===== src/rtl/core/sorted_insert_list_defines.svh =====
// assertion macros for the sorted insert list
`ifndef SORTED_INSERT_LIST_DEFINES_SVH
`define SORTED_INSERT_LIST_DEFINES_SVH

// same-cycle implication, checked outside reset
`define SIL_ASSERT_IMPL(label, ante, cons, msg) \
  label: assert property (@(posedge clk) disable iff (!rst_n) (ante) |-> (cons)) \
    else $error(msg);

// next-cycle implication, checked outside reset
`define SIL_ASSERT_NEXT(label, ante, cons, msg) \
  label: assert property (@(posedge clk) disable iff (!rst_n) (ante) |=> (cons)) \
    else $error(msg);

`endif


===== src/rtl/core/sil_pkg.sv =====
// shared types and constants for the sorted insert list
package sil_pkg;

  localparam int CAPACITY_DEFAULT = 32;
  localparam int KEY_W            = 32;
  localparam int HANDLE_W         = 16;
  localparam int POS_W            = 5;
  localparam int COUNT_W          = 6;
  localparam int CAP_CFG_W        = 6;
  localparam int CFG_DATA_W       = 6;
  localparam int CFG_IDX_W        = 1;
  localparam logic [CAP_CFG_W-1:0] CAP_RESET = 6'd32;

  typedef enum logic [1:0] {
    CMD_ADD    = 2'd0,
    CMD_GET    = 2'd1,
    CMD_REMOVE = 2'd2,
    CMD_NOP    = 2'd3
  } cmd_t;

  typedef enum logic [1:0] {
    ST_OK    = 2'd0,
    ST_FULL  = 2'd1,
    ST_RANGE = 2'd2,
    ST_RSVD  = 2'd3
  } status_t;

  typedef enum logic [CFG_IDX_W-1:0] {
    CFG_DESC = 1'd0,
    CFG_CAP  = 1'd1
  } cfg_idx_t;

  // per-cell control driven from the top level
  typedef struct packed {
    logic desc;
    logic occupied;
    logic ins_en;
    logic rem_shift;
  } cell_ctl_t;

  // one result transaction
  typedef struct packed {
    logic [POS_W-1:0]    position;
    logic [KEY_W-1:0]    key;
    logic [HANDLE_W-1:0] handle;
    logic [COUNT_W-1:0]  count;
    status_t             status;
  } res_t;

endpackage


===== src/rtl/core/sil_out_buf.sv =====
// output register with skid stage for result transactions
module sil_out_buf (
  input  logic          clk,
  input  logic          rst_n,
  input  logic          push,
  input  sil_pkg::res_t res_in,
  input  logic          out_stall,
  output logic          full,
  output logic          out_valid,
  output sil_pkg::res_t res_out
);
  import sil_pkg::*;

  logic main_valid_r, main_valid_nxt;
  logic skid_valid_r, skid_valid_nxt;
  res_t main_r, main_nxt;
  res_t skid_r, skid_nxt;
  logic taken;

  assign taken = main_valid_r & ~out_stall;

  // refill the output register, park a result in the skid when held
  always_comb begin
    main_valid_nxt = main_valid_r;
    skid_valid_nxt = skid_valid_r;
    main_nxt       = main_r;
    skid_nxt       = skid_r;
    if (push) begin
      if (!main_valid_r || taken) begin
        main_valid_nxt = 1'b1;
        main_nxt       = res_in;
      end else begin
        skid_valid_nxt = 1'b1;
        skid_nxt       = res_in;
      end
    end else if (taken) begin
      main_valid_nxt = skid_valid_r;
      main_nxt       = skid_r;
      skid_valid_nxt = 1'b0;
    end
  end

  // valid flags
  always_ff @(posedge clk) begin
    if (!rst_n) begin
      main_valid_r <= 1'b0;
      skid_valid_r <= 1'b0;
    end else begin
      main_valid_r <= main_valid_nxt;
      skid_valid_r <= skid_valid_nxt;
    end
  end

  // payload
  always_ff @(posedge clk) begin
    main_r <= main_nxt;
    skid_r <= skid_nxt;
  end

  assign full      = skid_valid_r;
  assign out_valid = main_valid_r;
  assign res_out   = main_r;

endmodule


===== config.mk =====
export PLATFORM = sky130hd
export DESIGN_NAME = sil_out_buf
export DESIGN_NICKNAME = d
export VERILOG_FILES = /design/src/rtl/core/sorted_insert_list_defines.svh /design/src/rtl/core/sil_pkg.sv /design/src/rtl/core/sil_out_buf.sv
export SDC_FILE = /design/constraint.sdc
export NUM_CORES = 1
export LEC_CHECK = 0
export BUFFER_PORTS_ARGS = -buffer_cell sky130_fd_sc_hd__buf_2
export CAP_MARGIN = 5
export CORE_ASPECT_RATIO = 1.4
export CORE_MARGIN = 1.5
export CORE_UTILIZATION = 38
export DETAILED_ROUTE_END_ITERATION = 10
export GPL_TIMING_DRIVEN = 1
export PLACE_DENSITY = 0.59
export RECOVER_POWER = 25
export SYNTH_ARGS = -nofsm -noshare
export SYNTH_HDL_FRONTEND = slang
export SYNTH_SLANG_ARGS = --single-unit

===== constraint.sdc =====
create_clock -name clk -period 5.7 [get_ports clk]
set_input_delay 1.14 -clock clk [delete_from_list [all_inputs] [get_ports clk]]
set_output_delay 1.14 -clock clk [all_outputs]
set_load 0.01 [all_outputs]

Yosys cells after proc, flatten, opt, wreduce, memory -nomap -nowiden --
Index checks and enable logic that the tools add are counted.
Storage, ports and cells: bits in registers 124, logic and storage cells 32
Operators by class: equal/unequal tests 2, multiplexer cells 9, bitwise operators 3, reductions and logical operators 6
Operator list (count):
- 2-to-1 mux 61 bit | 3
- 2-to-1 mux 1 bit | 6
- AND reduction 2 bit | 3
- != test 2 x 1 -> 1 bit (second input constant) | 1
- != test 2 bit (second input constant) | 1
- NOT 1 bit | 2
- nonzero test 2 bit | 1
- AND 1 bit | 1
- zero test 1 bit | 1
- logical OR 1 bit | 1

Longest topological paths before layout --
depth in word-level cells 5, gate-level depth with buffers 4

Least setup slack after synthesis --
Ideal clock, no wire load.
path kind input-to-reg, from in push, to reg main_r, in the netlist res_out[0] (enable), library setup time 0.500 ns, arrival time 4.459 ns, required time 5.200 ns, slack 0.741 ns, cell stages on the path 4, path buffers 2, cells stage by stage buf_6 -> buf_6 -> nor2_1 -> a21oi_1
Between the ends: longest elaborated chain between the ends 2, elaborated cells on any way between the ends 3, those cells by class 1 x eq/ne; 2 x reduce/logical
RTL lines:
- from (decl) | RTL line sil_out_buf.sv:5 | input logic push,
- != test 2 x 1 -> 1 bit (no source line) or nonzero test 2 bit (tied branches)
- AND reduction 2 bit (no source line) *
- to (signal assigned) | RTL line sil_out_buf.sv:56 | main_r <= main_nxt;
- to (decl) | RTL line sil_out_buf.sv:16 | res_t main_r, main_nxt;
Mark *: on every way between the ends. The rest lies on a longest branch, timed or not. A chain may end at the register's enable or synchronous reset.

Final worst setup path --
from in push, to reg main_r, in the netlist res_out[15] (enable)
The elaborated chain is that of the path after synthesis.

==> flow_summary.ini <==
[clock_network]
post_cts_buffers = 0
clk_path_buf_depth = 2
path_clk_slew_ps = 50
cts_sinks = 124
cts_buffers = 17
cts_tree = built
holdBufCountCts = 0
htree_num_levels = 4
clk_latency_ps = 400
cts_resized = 0
clockRootBuffer = clkbuf_16

[floorplan]
initial_core_util = 0.394
dieArea_um2 = 13100
chipHeight_um = 135
ios = 128
dieWidth_um = 97.0
core_um2 = 11900
num_rows = 47

[timing]
max_slew_margin = 0.484
fin_tns_setup_ps = 0
slew_viol_final = 0
worst_slew_pin_slew_ps = 772
rsz0062_at_grt = false
hold_ws_ps = 522
fmax_ghz = 0.350
setup_slack_ps = 2840
setup_viol = 0
post-route-period-util = 0.502
skew_ps = 4.42
fin_crit_ps = 2860
final-hold-violation-count = 0

[place]
dp_hpwl_um = 5490
place_ws_ps = 2270
portBuffers = 127
dpl.cell_count = 471
gp_congestion = 0.710

[synth]
synthCells = 201
synth_cell_types = 14
synth_simple_gate_area_frac = 0.00479
synth_top_family_by_area = multiplexers
synth_fp_nets = 266
yosys-mux-area-fraction = 0.184
synth_xor_area_frac = 0
yosys_warnings = 0
synth_compound_area_frac = 0.00799
ys_seq_elements = 124
synth-seq-area-share = 0.788
avgSynthCellArea_um2 = 23.4
netlist_area_um2 = 4700
synthAdderAreaFrac = 0

[grt]
grt_max_degree = 40
track_usage = 0.136
grt_antenna_before_repair = 0
grt_pass1_vias = 2403
grt_pass1_wl_um = 13200
overflow = 0

[routing]
vias_per_cell = 4.52
ant_nets = 0
wl_per_cell_um = 17.0
dr.pass1.iters = 5
remaining_drc_errors = 0
drt_iter0_markers = 83
num_vias = 2264
wl_um = 8500

[setup_path]
cp.required_ps = 5730
arrival_ps = 2890
reg2reg_depth = 3
cp-startpoint = push
crit_path_start_kind = primary input
crit_path_end_kind = flop
path_max_fanout = 39
r2r-start = out_valid
path_class = primary input to flop

[hold_path]
hold_start = skid_r[17]
hold_path.class = flop to flop
whs_path_depth = 1

[layout]
multi_input_area_um2 = 883
area_growth_pct = 26.8
n_fill_cell = 1039
drive_above_1_share = 0.446
fin_cells = 501
antennaDiodeCount = 0
seq_area_um2 = 3700
final_core_util = 0.499
final_nets = 408

[job]
drv_cap = 0

[power_and_ir_drop]
ir_worst_vdd_uv = 201
power.density_nw_per_um2 = 386
leakagePower_nw = 2.27

[outcome]
status = finished clean
## layout make-up
class	instances	share of cell area
clock buffers	19	0.0727
well taps	147	0.0309
multi-input cells	70	0.148
flip-flops and latches	124	0.622
repair buffers	130	0.101
clock inverters	11	0.0254
## worst paths after layout
check	endpoint	slack (ps)
worst max-delay path	res_out[15]	2840
worst min-delay path	res_out[17]	520
worst max register to register	res_out[15]	3540
worst min register to register	res_out[17]	520
## cell usage in the layout, fill, tap and decap left out, types with 2 or more instances in the layout
cell	instances
buf_2	80
o21a_1	2
buf_4	4
bufinv_16	4
clkinv_2	4
clkinv_1	3
mux2_2	14
dfxtp_1	2
clkbuf_16	17
clkbuf_1	47
mux2_1	14
mux2_4	33
edfxtp_1	122
## worst max-delay path: stages
cell,delay (ps)
buf_4,380
nor2_1,150
a21oi_4,620
buf_4,570
## metrics by stage
step / area (um2) / total power [mW]
after floorplan: 4700 / 1.19
after global placement: 5480 / 1.26
after detailed placement: 5480 / 1.26
after CTS: 6070 / 2.34
after global routing: 5960 / 2.39
final: 5960 / 2.30
## per-layer routing
layer | global-route usage | vias up | wire [um] | part of all wire
met5 | 0 | - | 0 | 0
met4 | 0.0725 | 0 | 205 | 0.024
met3 | 0.0497 | 17 | 477 | 0.056
met2 | 0.222 | 80 | 4300 | 0.51
met1 | 0.156 | 1082 | 3510 | 0.41
li1 | - | 1085 | - | -
## sequential cells by signal, summed over array words and instances, names as in the netlist
signal     flops
skid_r        61
out_valid      1
full           1
res_out       61
## logic make-up (layout without fill, tap and decap cells)
kind of cell,after synthesis,in the layout
multiplexers,61,61
AO/OA/AOI/OAI,5,5
buffers and inverters,7,160
flip-flops,124,124
AND/OR/NAND/NOR,4,4
## report_power, final
part / internal [mW] / switching (mW) / total (mW)
sequential: 1.06 / 0.0127 / 1.07
clock: 0.718 / 0.354 / 1.07
combinational: 0.0708 / 0.0839 / 0.155
total: 1.85 / 0.450 / 2.30
## Yosys cell counts, drive strengths merged
| library cell | instances | area [um2] |
|---|---|---|
| a32o | 1 | 10.0 |
| and3 | 1 | 6.26 |
| buf | 7 | 72.6 |
| a21o | 1 | 7.51 |
| o21a | 2 | 15.0 |
| a21oi | 1 | 5.00 |
| edfxtp | 122 | 3660 |
| dfxtp | 2 | 40.0 |
| nor2 | 1 | 3.75 |
| and2 | 1 | 6.26 |
| mux2 | 61 | 863 |
| nand2b | 1 | 6.26 |
Note: power is estimated with default switching activity, not from simulation.
