**config.mk**
```make
export PLATFORM = sky130hd
export DESIGN_NAME = sil_cell
export DESIGN_NICKNAME = d
export VERILOG_FILES = /design/src/rtl/core/sorted_insert_list_defines.svh /design/src/rtl/core/sil_pkg.sv /design/src/rtl/core/sil_cell.sv
export SDC_FILE = /design/constraint.sdc
export NUM_CORES = 1
export LEC_CHECK = 0
export ABC_AREA = 0
export BUFFER_PORTS_ARGS = -buffer_cell sky130_fd_sc_hd__buf_2
export CAP_MARGIN = 25
export CORE_ASPECT_RATIO = 0.9
export CORE_MARGIN = 5
export CORE_UTILIZATION = 49
export DETAILED_ROUTE_END_ITERATION = 6
export PLACE_DENSITY = 0.95
export SYNTH_ARGS = -nofsm -noshare
export SYNTH_HDL_FRONTEND = slang
export SYNTH_SLANG_ARGS = --single-unit
```
**constraint.sdc**
```tcl
create_clock -name clk -period 12.85 [get_ports clk]
set_clock_uncertainty 0.15 [all_clocks]
set_input_delay 0.6425 -clock clk [delete_from_list [all_inputs] [get_ports clk]]
set_output_delay 0.6425 -clock clk [all_outputs]
set_load 0.05 [all_outputs]
```
**src/rtl/core/sorted_insert_list_defines.svh**
```systemverilog
// assertion macros for the sorted insert list
`ifndef SORTED_INSERT_LIST_DEFINES_SVH
`define SORTED_INSERT_LIST_DEFINES_SVH

// same-cycle implication, checked outside reset
`define SIL_ASSERT_IMPL(label, ante, cons, msg) \
  label: assert property (@(posedge clk) disable iff (!rst_n) (ante) |-> (cons)) \
    else $error(msg);

// next-cycle implication, checked outside reset
`define SIL_ASSERT_NEXT(label, ante, cons, msg) \
  label: assert property (@(posedge clk) disable iff (!rst_n) (ante) |=> (cons)) \
    else $error(msg);

`endif

```
**src/rtl/core/sil_pkg.sv**
```systemverilog
// shared types and constants for the sorted insert list
package sil_pkg;

  localparam int CAPACITY_DEFAULT = 32;
  localparam int KEY_W            = 32;
  localparam int HANDLE_W         = 16;
  localparam int POS_W            = 5;
  localparam int COUNT_W          = 6;
  localparam int CAP_CFG_W        = 6;
  localparam int CFG_DATA_W       = 6;
  localparam int CFG_IDX_W        = 1;
  localparam logic [CAP_CFG_W-1:0] CAP_RESET = 6'd32;

  typedef enum logic [1:0] {
    CMD_ADD    = 2'd0,
    CMD_GET    = 2'd1,
    CMD_REMOVE = 2'd2,
    CMD_NOP    = 2'd3
  } cmd_t;

  typedef enum logic [1:0] {
    ST_OK    = 2'd0,
    ST_FULL  = 2'd1,
    ST_RANGE = 2'd2,
    ST_RSVD  = 2'd3
  } status_t;

  typedef enum logic [CFG_IDX_W-1:0] {
    CFG_DESC = 1'd0,
    CFG_CAP  = 1'd1
  } cfg_idx_t;

  // per-cell control driven from the top level
  typedef struct packed {
    logic desc;
    logic occupied;
    logic ins_en;
    logic rem_shift;
  } cell_ctl_t;

  // one result transaction
  typedef struct packed {
    logic [POS_W-1:0]    position;
    logic [KEY_W-1:0]    key;
    logic [HANDLE_W-1:0] handle;
    logic [COUNT_W-1:0]  count;
    status_t             status;
  } res_t;

endpackage

```
**src/rtl/core/sil_cell.sv**
```systemverilog
// one storage cell of the sorted chain: compare, hold, shift left or right
module sil_cell (
  input  logic                     clk,
  input  sil_pkg::cell_ctl_t       ctl,
  input  logic [sil_pkg::KEY_W-1:0]    new_key,
  input  logic [sil_pkg::HANDLE_W-1:0] new_handle,
  input  logic [sil_pkg::KEY_W-1:0]    left_key,
  input  logic [sil_pkg::HANDLE_W-1:0] left_handle,
  input  logic [sil_pkg::KEY_W-1:0]    right_key,
  input  logic [sil_pkg::HANDLE_W-1:0] right_handle,
  input  logic                     prefix_in,
  output logic                     prefix_out,
  output logic                     ins_here,
  output logic [sil_pkg::KEY_W-1:0]    key,
  output logic [sil_pkg::HANDLE_W-1:0] handle
);
  import sil_pkg::*;

  logic [KEY_W-1:0]    key_r, key_nxt;
  logic [HANDLE_W-1:0] handle_r, handle_nxt;
  logic                earlier;

  // stored key strictly ahead of the new key in the current order
  assign earlier    = ctl.occupied & (ctl.desc ? (key_r > new_key) : (key_r < new_key));
  assign prefix_out = prefix_in & earlier;
  assign ins_here   = prefix_in & ~earlier;

  // take new entry, left neighbour on insert, right neighbour on remove
  always_comb begin
    key_nxt    = key_r;
    handle_nxt = handle_r;
    if (ctl.ins_en) begin
      if (ins_here) begin
        key_nxt    = new_key;
        handle_nxt = new_handle;
      end else if (!prefix_in) begin
        key_nxt    = left_key;
        handle_nxt = left_handle;
      end
    end else if (ctl.rem_shift) begin
      key_nxt    = right_key;
      handle_nxt = right_handle;
    end
  end

  // entry storage, no reset
  always_ff @(posedge clk) begin
    key_r    <= key_nxt;
    handle_r <= handle_nxt;
  end

  assign key    = key_r;
  assign handle = handle_r;

endmodule

```
### Word-level counts from Yosys, hierarchy flattened

Cells that the tools add are included.

| storage, ports and cells | value |
|---|---|
| flip-flop bits (word level) | 48 |
| bits of input ports | 150 |
| output and inout port bits | 50 |
| logic and storage cells | 20 |

| operators by class | value |
|---|---|
| order comparisons | 2 |
| equality and inequality tests | 1 |
| mux-type cells | 9 |
| bitwise gates (word level) | 4 |
| reduce and logical (&&, ||, !) cells | 2 |

Operators with widths:

| operator | count |
|---|---|
| 2-to-1 mux 32 bit | 4 |
| 2-to-1 mux 16 bit | 4 |
| greater-than comparator 32 bit | 1 |
| less-than comparator 32 bit | 1 |
| AND 1 bit | 3 |
| inequality test 3 x 2 -> 1 bit (second input constant) | 1 |
| AND reduction 2 bit | 1 |
| nonzero test 2 bit | 1 |
| 2-to-1 mux 1 bit | 1 |
| NOT 1 bit | 1 |

### Longest topological paths before layout

| depth | value |
|---|---|
| word-level depth | 7 |
| mapped depth | 11 |

### Worst setup path before layout

Ideal clock, no wire load.

| path | value |
|---|---|
| kind | flip-flop to flip-flop |
| start point | reg key_r[14], in the netlist key[14] |
| end point | reg handle_r[0], in the netlist handle[0], enable pin |
| arrival time | 4,454 ps |
| data required time | 12,218 ps |
| slack | 7,763 ps |
| cell stages (with the launch flop) | 9 |
| period minus slack after synthesis | 5,087 ps |
| path through | edfxtp_1 > ha_1 > nand4_1 > nor4_2 > o21ai_1 > a31oi_2 > or3_1 > a21oi_1 > a31oi_1 |

| on the way | value |
|---|---|
| word-level cells in the longest chain between the ends | 7 |

Ends and longest elaborated chain:

| item | line | source |
|---|---|---|
| start, declared | sil_cell.sv:19 | `logic [KEY_W-1:0] key_r, key_nxt;` |
| start signal, assigned | sil_cell.sv:48 | `key_r <= key_nxt;` |
| less-than comparator 32 bit or greater-than comparator 32 bit (tied branches) | sil_cell.sv:24 | `assign earlier = ctl.occupied & (ctl.desc ? (key_r > new_key) : (key_r < new_key));` |
| 2-to-1 mux 1 bit * | sil_cell.sv:24 |  |
| AND 1 bit * | sil_cell.sv:24 |  |
| NOT 1 bit * | sil_cell.sv:26 | `assign ins_here = prefix_in & ~earlier;` |
| AND 1 bit * | sil_cell.sv:26 |  |
| inequality test 3 x 2 -> 1 bit (no line) * | n/a |  |
| AND reduction 2 bit (no line) * | n/a |  |
| end signal, assigned | sil_cell.sv:49 | `handle_r <= handle_nxt;` |
| end, declared | sil_cell.sv:20 | `logic [HANDLE_W-1:0] handle_r, handle_nxt;` |

Every way passes the cells marked *; elsewhere a longest branch is shown, timed or not.
A chain may end at the register's enable or synchronous reset.

### Final worst setup path

| path | value |
|---|---|
| start point | in new_key[27] (netlist name) |
| end point | out ins_here |

| on the way | value |
|---|---|
| word-level cells in the longest chain between the ends | 5 |

Ends and longest elaborated chain:

| item | line | source |
|---|---|---|
| start, declared | sil_cell.sv:5 | `input logic [sil_pkg::KEY_W-1:0] new_key,` |
| less-than comparator 32 bit or greater-than comparator 32 bit (tied branches) | sil_cell.sv:24 |  |
| 2-to-1 mux 1 bit * | sil_cell.sv:24 |  |
| AND 1 bit * | sil_cell.sv:24 |  |
| NOT 1 bit * | sil_cell.sv:26 |  |
| AND 1 bit * | sil_cell.sv:26 |  |
| end, declared | sil_cell.sv:13 | `output logic ins_here,` |

Marked as above.

==> metrics.yaml <==
detailed_place_hpwl_mm: 8.457
vdd_drop_max_v: 0.00005707
cts_tree: "built"
core_mm2: 0.007076
cts_resized: 0
cp_top_family: "simple AND/OR/NAND/NOR gates"
drt_iter0_markers: 159
synth_enable_flop_cells: 48
drive_gt1_share_pct: 37.56
hold_class: "primary input to flip-flop"
grt_pass1_vias: 3770
synthTopCellsByArea: "edfxtp_1 (40%), ha_1 (11%), a31oi_1 (8.8%)"
p_seq_share_pct: 39.9
die_w_um: 99.99
antenna_found_initial: 0
setup_viol: 0
synth_fp_nets: 585
final-hold-violation-count: 0
routed_wl_mm: 11.38
fillerInstances: 614
required_ps: 12060
grt_pass1_wl_mm: 17.60
fp.dieH_um: 90.99
ys_seq_area_share_pct: 40.36
clkTransAtPathRegs_ps: 90
gp_congestion: 0.8671
min_period_ps: 3843
first_pass_iters: 4
place_ws_ps: 9021
whs_ps: 536.8
grt_start_max_net_pins: 99
p_int_uw: 313.1
fmax_mhz: 260.2
ioPinCount: 200
yosysTopAreaCell: "edfxtp_1"
cts_max_path_buffers: 2
clockPowerShare_pct: 21.4
status: "finished clean"
multi_input_area_mm2: 0.001785
synthCells: 403
avgSynthCellArea_um2: 8.861
wl_per_cell_um: 16.83
row_count: 29
drv_cap: 0
crit_buf_inv: 5
critPathMaxStageDelay_ps: 560
period_share_pct: 29.91
critPathSlowestCell: "nor4_1"
area_growth_pct: 29.26
yosysTopAreaCellShare_pct: 40.36
power.share.combinational_pct: 38.7
num-nets-final: 764
power.switching_uw: 197.5
slew_viol_final: 0
die_area_mm2: 0.009097
cts-root-buf: "clkbuf_8"
end_kind: "primary output"
ctsHoldBuffers: 0
htree_num_levels: 2
crit_chain: "buf_2 > inv_1 > ha_1 > nand4_1 > nor4_1 > inv_1 > a31oi_2 > o41ai_4 > buf_4 > nor2_1 > buf_2"
drcViolationCount: 0
async_flop_share_pct: 0
setup.worst_path.start_class: "primary input"
vias: 3792
final_util_pct: 65.23
rsz0062_at_grt: "false"
ys_ff_latch: 48
synth-main-ff-cell: "edfxtp_1"
viasPerCell: 5.609
power_leakage_uw: 0.002187
cts.sinks: 48
cp.arrival_ps: 3050
ys_types: 35
tns_ps: 0
slew_headroom_pct: 37.94
setup_ws_ps: 9007
worstSetupPathType: "primary input to primary output"
regArea_mm2: 0.001441
crit_path_max_fanout: 49
port_buffers: 199
grt_usage_pct: 23.66
initial_core_util_pct: 50.47
drtAntennaViolNets: 0
postCtsSetupBuffers: 0
grt-ovfl-total: 0
num_antenna_cells: 0
switching_share_pct: 38.68
r2r_slack_ps: 9360
yosys_warnings: 0
synth_area_mm2: 0.003571
power.density_mw_per_mm2: 110.6
clock_latency_ps: 300
tightest_slew_ps: 931.0
numCtsBuffers: 5
## cell type report
class                           instances  share of cell area (%)
Sequential cell                        48                   31.23
Multi-Input combinational cell        287                   38.68
Tap cell                               93                   2.521
Clock inverter                          2                  0.7590
Inverter                               37                   3.009
Timing Repair Buffer                  203                   22.23
Clock buffer                            6                   1.572
## layer usage
layer,global-route usage (%),part of all wire [%],up-vias
met3,4.521,10,15
met2,41.89,50,195
met1,29.11,38,1730
li1,-,-,1852
met5,0,0,-
met4,7.071,1.6,0
## sequential cells by signal, summed over array words and instances, names as in the netlist
signal and flops:
key 32, handle 16
## worst register-to-register path, cell delays in order (launching register included)
cell	delay (ps)
edfxtp_1	420
ha_1	340
nand4_1	190
nor4_1	570
inv_1	120
a31oi_2	280
o41a_2	790
nand3_1	160
a31oi_1	290
## kinds of logic after synthesis
family                   count (synthesis)  share of synthesized area (%)
AO/OA/AOI/OAI                          131                          21.83
AND/OR/NAND/NOR                        124                          16.19
buffers and inverters                   68                          10.41
flip-flops                              48                          40.36
adder cells (fa/ha/maj)                 32                          11.21
## path summary, 6_finish.rpt
path,end,startpoint,cells after the start
worst max-delay path,ins_here,new_key[27],11
worst min-delay path,key[8],right_key[8],3
worst max register to register,key[4],key[27],8
worst min register to register,key[3],key[2],6
## layout by cell type, fill, tap and decap left out, types with 4 or more instances in the layout
cell,n
a21oi_1,16
a31oi_1,49
buf_2,199
buf_4,4
clkbuf_8,5
edfxtp_1,48
ha_1,32
inv_1,37
nand2_1,9
nand3_1,50
nand4_1,5
nor2_1,51
o21ai_0,49
o21ai_1,6
## cell usage after synthesis, types with 5 or more instances
library cell and count:
nand3_1 50, clkbuf_8 5, edfxtp_1 48, o21ai_1 6, a21oi_1 16, ha_1 32
a31oi_1 50, nand4_1 5, nor2_1 51, nand2_1 9, clkbuf_1 11, o21ai_0 49
inv_1 37
## power by group through the flow
stage                     Clock, uW  Sequential, uW  Combinational, uW
after floorplan                   0             268               77.5
after global placement            0             206                190
after detailed placement          0             207                197
after CTS                       111             204                198
after global routing            118             206                213
final                           109             204                197
## metrics by stage
| step | instance area, um^2 | cells | power [uW] |
|---|---|---|---|
| detailed placement | 4508 | 668 | 404.4 |
| CTS | 4616 | 676 | 512.8 |
| global placement | 4508 | 668 | 396.7 |
| finish | 4616 | 676 | 510.6 |
| floorplan | 3571 | 403 | 346.0 |
| global route | 4616 | 676 | 537.0 |
No activity file was read; power rests on OpenSTA's default activity.
